--- src/hw/rtl/brd_pkg.sv ---
package brd_pkg;

  localparam int unsigned Depth     = 64;
  localparam int unsigned IdxW      = $clog2(Depth);
  localparam int unsigned CntW      = 7;
  localparam int unsigned ByteW     = 8;
  localparam int unsigned ModeW     = 2;
  localparam int unsigned InDataW   = 8;
  localparam int unsigned OutDataW  = 16;
  localparam int unsigned OutUserW  = 3;

  localparam logic [ByteW-1:0] EmptyByte = 8'hFF;
  localparam logic [IdxW-1:0]  LastIdx   = IdxW'(Depth - 1);
  localparam logic [CntW-1:0]  FullCnt   = CntW'(Depth);

  typedef enum logic [ModeW-1:0] {
    MODE_PUSH     = 2'd0,
    MODE_POP_HEAD = 2'd1,
    MODE_POP_TAIL = 2'd2
  } mode_e;

endpackage

--- src/hw/rtl/byte_ring_deque_top.sv ---
// The result beat of an accepted input beat is registered and appears in the cycle after it is accepted.
// Throughput: one beat per cycle; the store has one write port and one
// registered read port, and each beat uses at most one of them.
// Back-pressure on the result side stalls the input side only while the
// result register is full and not being drained.
// Reset (asynchronous, active low) empties the store; contents are not cleared.
module byte_ring_deque_top
  import brd_pkg::*;
(
  input  logic                clk_i,
  input  logic                rst_ni,
  input  logic                s_tvalid_i,
  output logic                s_tready_o,
  input  logic [InDataW-1:0]  s_tdata_i,   // [7:0] push_byte
  input  logic [ModeW-1:0]    s_tuser_i,   // [1:0] mode
  output logic                m_tvalid_o,
  input  logic                m_tready_i,
  output logic [OutDataW-1:0] m_tdata_o,   // [7:0] read_byte, [14:8] fill_count, [15] zero
  output logic [OutUserW-1:0] m_tuser_o    // [0] read_valid, [1] push_dropped, [2] is_empty
);

  logic [ByteW-1:0] mem_q [Depth];

  logic [IdxW-1:0]  head_q, head_d;
  logic [IdxW-1:0]  tail_q, tail_d;
  logic [CntW-1:0]  cnt_q, cnt_d;

  logic             out_vld_q;
  logic [ByteW-1:0] rd_data_q;
  logic             rd_vld_q, rd_vld_d;
  logic             drop_q, drop_d;
  logic [CntW-1:0]  fill_q;

  logic             accept;
  logic             wr_en, rd_en;
  logic [IdxW-1:0]  wr_addr, rd_addr;
  logic [IdxW-1:0]  tail_inc, tail_dec, head_inc;
  logic             is_full, is_empty_now;
  mode_e            mode;

  assign s_tready_o = !out_vld_q || m_tready_i;
  assign accept     = s_tvalid_i && s_tready_o;
  assign mode       = mode_e'(s_tuser_i);

  assign is_full      = (cnt_q >= FullCnt);
  assign is_empty_now = (cnt_q == '0);
  assign tail_inc     = (tail_q == LastIdx) ? '0 : tail_q + 1'b1;
  assign tail_dec     = (tail_q == '0) ? LastIdx : tail_q - 1'b1;
  assign head_inc     = (head_q == LastIdx) ? '0 : head_q + 1'b1;

  always_comb begin
    head_d   = head_q;
    tail_d   = tail_q;
    cnt_d    = cnt_q;
    rd_vld_d = 1'b0;
    drop_d   = 1'b0;
    wr_en    = 1'b0;
    rd_en    = 1'b0;
    wr_addr  = tail_inc;
    rd_addr  = head_q;
    case (mode)
      MODE_PUSH: begin
        if (is_full) begin
          drop_d = 1'b1;
        end else begin
          wr_en  = 1'b1;
          tail_d = tail_inc;
          cnt_d  = cnt_q + 1'b1;
        end
      end
      MODE_POP_HEAD: begin
        if (!is_empty_now) begin
          rd_en    = 1'b1;
          rd_vld_d = 1'b1;
          rd_addr  = head_q;
          head_d   = head_inc;
          cnt_d    = cnt_q - 1'b1;
        end
      end
      MODE_POP_TAIL: begin
        if (!is_empty_now) begin
          rd_en    = 1'b1;
          rd_vld_d = 1'b1;
          rd_addr  = tail_q;
          tail_d   = tail_dec;
          cnt_d    = cnt_q - 1'b1;
        end
      end
      default: begin
        rd_vld_d = 1'b0;
      end
    endcase
  end

  always_ff @(posedge clk_i) begin
    if (accept && wr_en) begin
      mem_q[wr_addr] <= s_tdata_i;
    end
    if (accept && rd_en) begin
      rd_data_q <= mem_q[rd_addr];
    end
    if (accept) begin
      fill_q <= cnt_d;
    end
  end

  always_ff @(posedge clk_i or negedge rst_ni) begin
    if (!rst_ni) begin
      head_q    <= '0;
      tail_q    <= LastIdx;
      cnt_q     <= '0;
      out_vld_q <= 1'b0;
      rd_vld_q  <= 1'b0;
      drop_q    <= 1'b0;
    end else begin
      if (accept) begin
        head_q    <= head_d;
        tail_q    <= tail_d;
        cnt_q     <= cnt_d;
        out_vld_q <= 1'b1;
        rd_vld_q  <= rd_vld_d;
        drop_q    <= drop_d;
      end else if (m_tready_i) begin
        out_vld_q <= 1'b0;
      end
    end
  end

  assign m_tvalid_o = out_vld_q;
  assign m_tdata_o  = {1'b0, fill_q, (rd_vld_q ? rd_data_q : EmptyByte)};
  assign m_tuser_o  = {(fill_q == '0), drop_q, rd_vld_q};

  a_cnt_bound: assert property (@(posedge clk_i) disable iff (!rst_ni)
    cnt_q <= FullCnt)
    else $error("held count above depth");

  a_ptr_track: assert property (@(posedge clk_i) disable iff (!rst_ni)
    IdxW'(tail_q - head_q + 1'b1) == cnt_q[IdxW-1:0])
    else $error("head/tail pointers disagree with held count");

  a_drop_full: assert property (@(posedge clk_i) disable iff (!rst_ni)
    out_vld_q && drop_q |-> fill_q == FullCnt)
    else $error("push dropped while store not full");

  a_flags_excl: assert property (@(posedge clk_i) disable iff (!rst_ni)
    out_vld_q |-> !(drop_q && rd_vld_q))
    else $error("read and drop flagged on one beat");

  a_accept_out: assert property (@(posedge clk_i) disable iff (!rst_ni)
    accept |=> out_vld_q && fill_q == cnt_q)
    else $error("accepted beat did not reach result register");

endmodule
--- config.mk ---
export PLATFORM = sky130hd
export DESIGN_NAME = byte_ring_deque_top
export DESIGN_NICKNAME = d
export VERILOG_FILES = /design/src/hw/rtl/brd_pkg.sv /design/src/hw/rtl/byte_ring_deque_top.sv
export SDC_FILE = /design/constraint.sdc
export NUM_CORES = 1
export LEC_CHECK = 0
export ABC_AREA = 1
export BUFFER_PORTS_ARGS = -buffer_cell sky130_fd_sc_hd__buf_4
export CAP_MARGIN = 5
export CORE_MARGIN = 1
export CORE_UTILIZATION = 60
export DETAILED_ROUTE_END_ITERATION = 12
export GPL_TIMING_DRIVEN = 0
export HOLD_SLACK_MARGIN = 0.08
export MAX_ROUTING_LAYER = met4
export PLACE_DENSITY_LB_ADDON = 0.1
export SLEW_MARGIN = 10
export SYNTH_ARGS = -nofsm -noshare
export SYNTH_HDL_FRONTEND = slang
export SYNTH_SLANG_ARGS = --single-unit
export TNS_END_PERCENT = 10
--- constraint.sdc ---
create_clock -name clk_i -period 3.9 [get_ports clk_i]
set_input_delay 1.17 -clock clk_i [delete_from_list [all_inputs] [get_ports clk_i]]
set_output_delay 1.17 -clock clk_i [all_outputs]
set_load 0.005 [all_outputs]
==> summary.md <==
| Metric | Value |
|---|---|
| Number of distinct library cells after synthesis | `36` |
| Total wire length after detailed routing | `74100 um` |
| Number of enable flip-flop cells after synthesis | `527` |
| Class of the most critical hold timing path | `in2async` |
| Total of hold buffers inserted after clock tree synthesis | `0` |
| Max Buffers Root-to-Sink | `3` |
| Setup CP Type | `in2reg` |
| Detailed placement HPWL | `around 49000 um` |
| Detailed Route Iter0 Violations | `2690` |
| Biggest area contributors in the synthesized netlist | `sky130_fd_sc_hd__edfxtp_1, sky130_fd_sc_hd__nand3_1, sky130_fd_sc_hd__nand2_1, sky130_fd_sc_hd__inv_1, sky130_fd_sc_hd__dfrtp_1` |
| Tot GR Track Use | `a little under two fifths` |
| Run status | `finished clean` |
| Share of the clock period used by the worst path | `between 90% and 100%` |
| Clock sink count | `about 550` |
| Io pins | `35` |
| Input/output buffers | `33` |
| Number of nets produced by synthesis | `about 2500` |
| Post-DP Area | `25900 um2` |
| Number of cells on the critical path | `9` |
| Post-DRT Antenna Nets | `0` |
| Clock slew seen by the registers of the worst setup and hold paths | `0.06 ns` |
| Async S/R FF share, synth | `under 10%` |
| Postcts setup bufs | `0` |
| Utilization of the core after routing | `between 60 and 70%` |
| Critical path startpoint | `s_tuser_i[0]` |
| Count of max-cap constraint violations | `0` |
| Worst stage delay on the critical path | `1.10 ns` |
| Via count of the routed design | `between 15000 and 20000` |
| Power density over cell area | `slightly above 700 nW/um2` |
| RePlAce Congestion | `around 0.97` |
| Relative slew slack | `11.9%` |
| Net switching share of the total power | `just over 40%` |
| Number of synthesized register bits | `around 550` |
| Total iterations of the first detailed-routing run | `8` |
| Reg2Reg Capture Point | `mem_q[62][0]` |
| Largest net degree at the start of global routing | `65` |
| Arrival @ worst endpoint | `about 4.0 ns` |
| Post-cts sizing count | `0` |
| Setup TNS | `0 ns` |
| Transition time of the tightest slew-check pin | `1.32 ns` |
| Final hold vios | `0` |
| Sw Pwr | `8170 uW` |
| Sequential group share of total power | `between 30% and 40%` |
| Post-synth design cell area | `between 20000 and 25000 um2` |
| Synthesized netlist cell count | `~2500` |
| Final Max Tran Viols | `0` |
| Post-route total power | `19900 uW` |
| Leading cell types by count after synthesis | `sky130_fd_sc_hd__nand2_1, sky130_fd_sc_hd__nand3_1, sky130_fd_sc_hd__edfxtp_1` |
| Filler cell count in the final layout | `roughly 3200` |
| Data required time at the worst endpoint | `approximately 4.1 ns` |
| Growth of design area from synthesis to finish | `10.5%` |
| Number of core rows | `74` |
| Final instance area | `27600 um2` |
| Cells on worst reg2reg path | `9` |
| Overflow left after global routing | `0` |
| Reg-to-reg critical path startpoint | `tail_q[0]` |
| Detailed-route wire length per cell | `roughly 23 um` |
| Total of endpoints with negative setup slack in the final report | `0` |
| CP startpoint kind | `primary input` |
| Biggest area consumer among synthesized cells | `sky130_fd_sc_hd__edfxtp_1` |
| Part of the power in the clock network | `25.8%` |
| Total leakage power | `roughly 0.012 uW` |
| Number of global-route vias before repair | `17600` |
| R2R setup slack | `~0.31 ns` |
| Period minus WS final | `between 3 and 4 ns` |
| Top cell family by delay on the critical path | `simple AND/OR/NAND/NOR gates` |
| Insertion delay to the later sink of the worst-skew pair | `around 0.61 ns` |
| Cell internal power dissipation | `around 12000 uW` |
| Combinational Power Share | `roughly 40%` |
| Most frequent cell after synthesis | `sky130_fd_sc_hd__nand2_1` |
| Setup repair after global routing missed its margin | `no` |
| Max Clock Freq | `roughly 270 MHz` |
| Full die area | `approximately 42000 um2` |
| Number of DRC violations after detailed routing | `0` |
| Horizontal die dimension | `slightly above 200 um` |
| Share of cells above drive strength 1 | `8.64%` |
| Cell-by-cell listing of the critical path | `buf_4 -> inv_1 -> ha_1 -> inv_1 -> nor2_1 -> nand2_1 -> a21oi_1 -> nand2_1 -> nor2_1` |
| Setup slack after placement | `-0.281 ns` |
| Routed vias/inst | `approximately 5.8` |
| Number of antenna repair diodes | `0` |
| Ys Warns | `0` |
| Initial core utilization | `roughly three fifths` |
| Per-instance average area after synthesis | `approximately 10 um2` |
| Root buffer selected by CTS | `sky130_fd_sc_hd__clkbuf_16` |
| Worst setup path endpoint | `mem_q[62][0]` |
| Worst-path fanout max | `8` |
| Slowest CP cell | `sky130_fd_sc_hd__nor2_1` |
| CTS HTree Levels | `2` |
| Portion of the post-synthesis area used by sequential elements | `65.6%` |
| Maximum resistive drop on vdd | `just over 500 uV` |
| Number of buffers inserted during clock tree synthesis | `55` |
| Bufs and invs on worst path | `3` |
| Wire length of the first global-routing pass | `approximately 110000 um` |
| Fraction of synthesized cell area taken by the top area cell type | `around 63%` |
| Antenna violations before repair | `0` |
| CTS tree | `built` |
| Worst clock skew | `between 0.009 and 0.01 ns` |
| Main flop type after synthesis | `sky130_fd_sc_hd__edfxtp_1` |
| Die Height | `just over 200 um` |
| Total Nets Final | `2608` |
| Core ar. | `40900 um2` |
| Critical path endpoint category | `flop` |
| Smallest setup slack after layout | `roughly 0.15 ns` |
[power by group through the flow]
stage                     logic (uW)  clock network [uW]  registers [uW]
after floorplan                 4650                   0            6920
after global placement          7540                   0            6940
after detailed placement        7650                   0            6950
after CTS                       7700                5150            6820
after global routing            8370                5360            6840
final                           7970                5150            6820
[metrics by stage]
step / cells / hold WS, ns
after detailed placement: 3059 / 0.459
after global placement: 3059 / 0.459
after global routing: 3159 / 0.462
final: 3159 / 0.448
after CTS: 3159 / 0.444
after floorplan: 2494 / 0.442
[metal layers]
| metal | share of wire (%) | wire length, um | GRT usage (%) | vias up |
|---|---|---|---|---|
| met1 | 37 | 27700 | 47.6 | 8696 |
| met5 | 0 | 0 | - | - |
| met4 | 4.8 | 3550 | 16.7 | 0 |
| li1 | - | - | - | 8282 |
| met2 | 46 | 34200 | 56.8 | 1123 |
| met3 | 12 | 8740 | 7.73 | 239 |
[worst min-delay path by stage]
| stage | start | endpoint | slack, ns |
|---|---|---|---|
| 2_1_floorplan | head_q[2] | head_q[2] | 0.44 |
| 3_3_place_gp | head_q[2] | head_q[2] | 0.46 |
| 4_1_cts | rst_ni | head_q[5] | 0.44 |
| 5_1_grt | rst_ni | cnt_q[0] | 0.46 |
| 3_5_place_dp | head_q[2] | head_q[2] | 0.46 |
| 6_report | rst_ni | head_q[4] | 0.45 |
[flip-flops by register name (all words and copies together), names as in the netlist]
signal,count
mem_q,512
rd_data_q,8
cnt_q,7
fill_q,7
head_q,6
tail_q,6
drop_q,1
m_tvalid_o,1
rd_vld_q,1
[cell usage in the layout (no fill, tap or decap), drive strengths merged, types with 10 or more instances in the layout]
master	instances
clkbuf	89
nor2	95
buf	128
edfxtp	527
nand2	571
inv	525
xor2	10
dfrtp	16
ha	10
clkinv	29
o21ai	37
nand3	551
[worst reg2reg max path, stage by stage, from the launching register on]
cell                      delay [ns]
sky130_fd_sc_hd__dfstp_2        0.59
sky130_fd_sc_hd__ha_1           0.20
sky130_fd_sc_hd__nand2_1        0.06
sky130_fd_sc_hd__nor2_1         0.09
sky130_fd_sc_hd__inv_1          0.06
sky130_fd_sc_hd__nor2_1         0.16
sky130_fd_sc_hd__nand2_1        0.12
sky130_fd_sc_hd__a21oi_1        0.28
sky130_fd_sc_hd__nand2_1        0.52
sky130_fd_sc_hd__nor2_1         1.10
[cells by family after synthesis]
family / share of synthesized area [%]
AOI/OAI and AO/OA: 1.26
adders and majority gates: 0.501
DFF: 65.6
other: 0.0150
xor gates and xnor gates: 0.351
and+or+nand+nor: 21.6
buffers and inverters: 10.7
[final cells by class]
cell class / count / area [um2] / area share, %
sequential: 549 / 16400 / 59.3
multi-input combinational: 1301 / 5930 / 21.5
inverter: 527 / 1980 / 7.17
clock buffer: 67 / 1460 / 5.30
buffer: 117 / 692 / 2.51
tap: 532 / 666 / 2.41
clock inverter: 33 / 250 / 0.906
timing repair buffer: 33 / 248 / 0.897
(Power assumes the default switching activity.)
